## src/hdl/fabw_pkg.sv

```systemverilog
// fabw_pkg: shared types, register indexes and arithmetic helpers for the
// framebuffer alpha blend writer. No dependencies.
`timescale 1ns / 1ps

package fabw_pkg;

  // Colour lanes worked side by side: red, green, blue.
  localparam int LANES = 3;

  // Configuration port data width (widest register).
  localparam int CFG_W = 8;

  // Register indexes on the configuration port.
  localparam logic [1:0] CFG_SCREEN_WIDTH  = 2'd0;
  localparam logic [1:0] CFG_SCREEN_HEIGHT = 2'd1;
  localparam logic [1:0] CFG_PEN_MODE      = 2'd2;
  localparam logic [1:0] CFG_ERASE_ALPHA   = 2'd3;

  // Item command codes.
  localparam logic CMD_BLEND = 1'b0;

  // Pen mode codes.
  localparam logic PEN_ERASE = 1'b1;

  // ceil(2^31 / 255); exact floor(t / 255) for t up to 255^3.
  localparam logic [23:0] RECIP255 = 24'h808081;

  // ceil(2^40 / 65025); exact floor(t / 65025) for t up to 255^3.
  localparam logic [24:0] RECIP65025 = 25'h1020305;

  typedef struct packed {
    logic              cmd;
    logic signed [15:0] pos_x;
    logic signed [15:0] pos_y;
    logic [7:0]        src_red;
    logic [7:0]        src_green;
    logic [7:0]        src_blue;
    logic [7:0]        src_alpha;
  } in_item_t;

  typedef struct packed {
    logic [7:0] out_red;
    logic [7:0] out_green;
    logic [7:0] out_blue;
    logic [7:0] out_alpha;
    logic       inside_res;
    logic       written;
  } out_item_t;

  typedef struct packed {
    logic [6:0] screen_width;
    logic [6:0] screen_height;
    logic       pen_mode;
    logic [7:0] erase_alpha;
  } cfg_t;

  // Controller -> datapath commands.
  typedef struct packed {
    logic clear_en;
    logic accept;
    logic rd_en;
    logic mul1;
    logic mul2;
    logic mul3;
    logic div_start;
    logic emit_zero;
    logic emit_stored;
    logic commit;
  } ctl_cmd_t;

  // Datapath -> controller status.
  typedef struct packed {
    logic clear_last;
    logic in_frame;
    logic update;
    logic erase;
    logic div_done;
  } ctl_stat_t;

  // floor(t / 255) by reciprocal multiply, t < 2^24 and t <= 255^3.
  function automatic logic [15:0] div255(input logic [23:0] t);
    logic [47:0] prod;
    prod = 48'(t) * 48'(RECIP255);
    return prod[46:31];
  endfunction

  // floor(t / 65025) by reciprocal multiply, t <= 255^3.
  function automatic logic [7:0] div65025(input logic [23:0] t);
    logic [48:0] prod;
    prod = 49'(t) * 49'(RECIP65025);
    return prod[47:40];
  endfunction

endpackage

```

## src/hdl/fabw_ctrl.sv

```systemverilog
// fabw_ctrl: sequencer for store clearing and the per-word read-modify-write.
// Depends on fabw_pkg.
`timescale 1ns / 1ps

module fabw_ctrl (
  input  logic                clk,
  input  logic                rst_n,
  input  logic                start,
  input  fabw_pkg::ctl_stat_t stat,
  output fabw_pkg::ctl_cmd_t  cmd,
  output logic                busy
);

  localparam logic [2:0] ST_CLEAR = 3'd0;
  localparam logic [2:0] ST_IDLE  = 3'd1;
  localparam logic [2:0] ST_LOOK  = 3'd2;
  localparam logic [2:0] ST_FETCH = 3'd3;
  localparam logic [2:0] ST_MUL2  = 3'd4;
  localparam logic [2:0] ST_MUL3  = 3'd5;
  localparam logic [2:0] ST_DIVS  = 3'd6;
  localparam logic [2:0] ST_DIVW  = 3'd7;

  logic [2:0] state_r;
  logic [2:0] state_nxt;

  always_comb begin
    state_nxt = state_r;
    cmd       = '0;
    case (state_r)
      ST_CLEAR: begin
        cmd.clear_en = 1'b1;
        if (stat.clear_last) state_nxt = ST_IDLE;
      end
      ST_IDLE: begin
        if (start) begin
          cmd.accept = 1'b1;
          state_nxt  = ST_LOOK;
        end
      end
      ST_LOOK: begin
        if (!stat.in_frame) begin
          cmd.emit_zero = 1'b1;
          state_nxt     = ST_IDLE;
        end else begin
          cmd.rd_en = 1'b1;
          state_nxt = ST_FETCH;
        end
      end
      ST_FETCH: begin
        if (!stat.update) begin
          cmd.emit_stored = 1'b1;
          state_nxt       = ST_IDLE;
        end else if (stat.erase) begin
          cmd.commit = 1'b1;
          state_nxt  = ST_IDLE;
        end else begin
          cmd.mul1  = 1'b1;
          state_nxt = ST_MUL2;
        end
      end
      ST_MUL2: begin
        cmd.mul2  = 1'b1;
        state_nxt = ST_MUL3;
      end
      ST_MUL3: begin
        cmd.mul3  = 1'b1;
        state_nxt = ST_DIVS;
      end
      ST_DIVS: begin
        cmd.div_start = 1'b1;
        state_nxt     = ST_DIVW;
      end
      ST_DIVW: begin
        if (stat.div_done) begin
          cmd.commit = 1'b1;
          state_nxt  = ST_IDLE;
        end
      end
      default: begin
        state_nxt = ST_IDLE;
      end
    endcase
  end

  always_ff @(posedge clk) begin
    if (!rst_n) begin
      state_r <= ST_CLEAR;
    end else begin
      state_r <= state_nxt;
    end
  end

  assign busy = (state_r != ST_IDLE);

endmodule

```

## config.mk

```make
export PLATFORM = sky130hd
export DESIGN_NAME = fabw_ctrl
export DESIGN_NICKNAME = d
export VERILOG_FILES = /design/src/hdl/fabw_pkg.sv /design/src/hdl/fabw_ctrl.sv
export SDC_FILE = /design/constraint.sdc
export NUM_CORES = 1
export LEC_CHECK = 0
export BUFFER_PORTS_ARGS = -buffer_cell sky130_fd_sc_hd__buf_2
export CAP_MARGIN = 40
export CELL_PAD_IN_SITES_DETAIL_PLACEMENT = 1
export CELL_PAD_IN_SITES_GLOBAL_PLACEMENT = 1
export CORE_AREA = 2 2 39 41
export DETAILED_ROUTE_END_ITERATION = 10
export DIE_AREA = 0 0 41 43
export PLACE_DENSITY_LB_ADDON = 0.2
export SKIP_LAST_GASP = 1
export SYNTH_ARGS = -nofsm -noshare
export SYNTH_HDL_FRONTEND = slang
export SYNTH_SLANG_ARGS = --single-unit
```

## constraint.sdc

```tcl
create_clock -name clk -period 2.8 [get_ports clk]
set_input_delay 0.14 -clock clk [delete_from_list [all_inputs] [get_ports clk]]
set_output_delay 0.14 -clock clk [all_outputs]
set_load 0.02 [all_outputs]
```

==> reports/results.ini <==
[outcome]
status = complete, no violations

[clocking]
cts_tree = done
clk_pin_slew_worst_paths_ps = 40
cts_resized = 0
cts-root-buf = clkbuf_4
htree_levels = 1
numCtsBuffers = 3
ctsHoldBuffers = 0
worstSkewPairLatency_ps = 230
postCtsSetupBuffers = 0
clockBufferDepth = 2
cts_num_sinks = 3

[finish]
drive_gt1_share_pct = 42.4
nets = 68
largest_reg_flops = 3
final.fill_count = 191
reg.largest.list = state_r: 3 flops
area_growth_pct = 38.3
regMostFlops = state_r
design_area_um2 = 398
multiInputGateArea_um2 = 190
seqCellArea_um2 = 60.1
layout_commonest_cell = buf_2
antenna_cells = 0
finalNonFillerCells = 75
mostFrequentLayoutCells = buf_2 (18), nor2_1 (6), nand2b_1 (4)

[power_and_ir_drop]
power_switching_mw = 0.0537
p_clk_share_pct = 45.1
p_leak_nw = 0.194
pwr-share-comb_pct = 23.3
power_density_mw_per_mm2 = 425
peakVddDrop_uv = 142
swShare_pct = 31.7
seq_power_share_pct = 31.6
intPower_mw = 0.115

[grt]
grt_pass1_wl_mm = 1.35
grt_pass1_vias = 310
antenna_found_initial = 0
grt_start_max_net_pins = 17
track_usage_pct = 10.9
grt-ovfl-total = 0

[sta]
max-slew-margin-rel_pct = 68.5
fmax_mhz = 667
tns_ps = 0
worst_pin_slew_ps = 472
finalHoldViolations = 0
setup-violations-final = 0
finalWorstSetupSlack_ps = 1300
clock_skew_ps = 4.29
fin_crit_sh_pct = 53.5
rsz0062_at_grt = false
min_period_ps = 1500
slew_violations = 0

[placement]
dp_cells = 71
place.gp.congestion = 0.636
dpl.hpwl_um = 647
dpl_cell_area_um2 = 372
numPortBuffers = 18
dp_worst_setup_slack_ps = 1540

[routing]
drtIter0Drc = 5
drc_errors = 0
antenna_left = 0
wl_per_cell_um = 10.9
dr.pass1.iters = 3
viasPerCell = 4.52
drt_wl_total_um = 820
vias = 339

[die]
core_mm2 = 0.00138
initial_utilization_pct = 20.8
die_area_mm2 = 0.00176
num_rows = 14
die_h_um = 43
io_pins = 19
die-width_um = 41

[setup_path]
max_stage_delay_ps = 510
worstPathMaxFanout = 10
end_kind = output port
critPathSlowestCell = dfxtp_1
critPathTopFamily = flip-flops
critPathKind = flip-flop to output port
crit_chain = nor2b_1, nand2b_1, nor2_1, buf_2
worst-path-buf-inv = 1
startpoint_type = flip-flop
worstPathRequired_ps = 2660
arrival_ps = 1360

[synthesis]
synth_cell_type_count = 22
ys_seq_area_share_pct = 20.9
netlist_area_um2 = 288
synth.avg_cell_area_um2 = 7.19
ys_ff_latch = 3
synth_cells = 40
syn_nets = 48
synth_warnings = 0

[min_path]
hold_class = input port to flip-flop

[run]
drv_cap = 0

-- cell usage after synthesis, drive strengths merged --
cell type | number | area share (%)
a211oi | 1 | 2.6
nand3 | 1 | 1.7
dfxtp | 3 | 21
buf | 3 | 9.1
nor2b | 1 | 2.2
nor2 | 6 | 7.8
a21oi | 1 | 1.7
a31oi | 1 | 2.2
o21ai | 2 | 3.5
nor4b | 1 | 5.2
nand2b | 4 | 8.7
and3 | 1 | 2.2
o21a | 2 | 5.2
and4 | 1 | 3.0
inv | 3 | 3.9
a221oi | 1 | 5.2
nor3 | 4 | 8.7
nand2 | 3 | 3.9
nor4 | 1 | 2.2
-- per-layer routing --
| layer | vias to the layer above | part of all wire, % | global-route usage [%] |
|---|---|---|---|
| met5 | - | 0 | 0 |
| met4 | 0 | 0 | 4.00 |
| met3 | 0 | 8.0 | 3.66 |
| met2 | 13 | 44 | 15.0 |
| met1 | 149 | 48 | 15.4 |
| li1 | 177 | - | - |
-- worst paths after layout --
check        cells past startpoint                     from                      end  slack [ps]
max                              4  state_r[0]$_SDFFE_PN0P_                   cmd[8]        1300
min                              2                    rst_n  state_r[1]$_SDFFE_PN0P_         150
max reg2reg                      3  state_r[1]$_SDFFE_PN0P_  state_r[0]$_SDFFE_PN0P_        1640
min reg2reg                      2  state_r[0]$_SDFFE_PN0P_  state_r[1]$_SDFFE_PN0P_         680
-- per-stage QoR --
step	total power, mW	hold WS [ps]	util [%]
floorplan	0.0800	257	-
detailed placement	0.0940	390	26.9
global route	0.185	154	28.8
CTS	0.173	147	28.8
finish	0.169	147	28.8
global placement	0.0936	391	26.9
-- worst register-to-register path, stage by stage (launching register included) --
cell and delay, ps:
dfxtp_1 600, nand2b_1 170, o21ai_0 90, a211oi_1 210
-- layout make-up --
type	instances	share of cell area, %
inverters	3	2.83
flip-flops and latches	3	15.1
clock buffers	4	6.60
well taps	16	5.03
repair buffers	18	22.6
multi-input cells	31	47.8
-- power groups by stage --
stage / Clock [mW] / Combinational (mW) / Sequential [mW]
3_3_place_gp: 0 / 0.0395 / 0.0541
6_report: 0.0763 / 0.0395 / 0.0534
2_1_floorplan: 0 / 0.0324 / 0.0476
3_5_place_dp: 0 / 0.0398 / 0.0542
5_1_grt: 0.0858 / 0.0443 / 0.0548
4_1_cts: 0.0792 / 0.0400 / 0.0534
-- kinds of logic after synthesis --
group / after synthesis / share of synthesized area [%]
compound gates: 8 / 20.4
buf+inv: 6 / 13.0
flops: 3 / 20.9
simple gates: 23 / 45.7
Power figures use the tool's default switching activity.
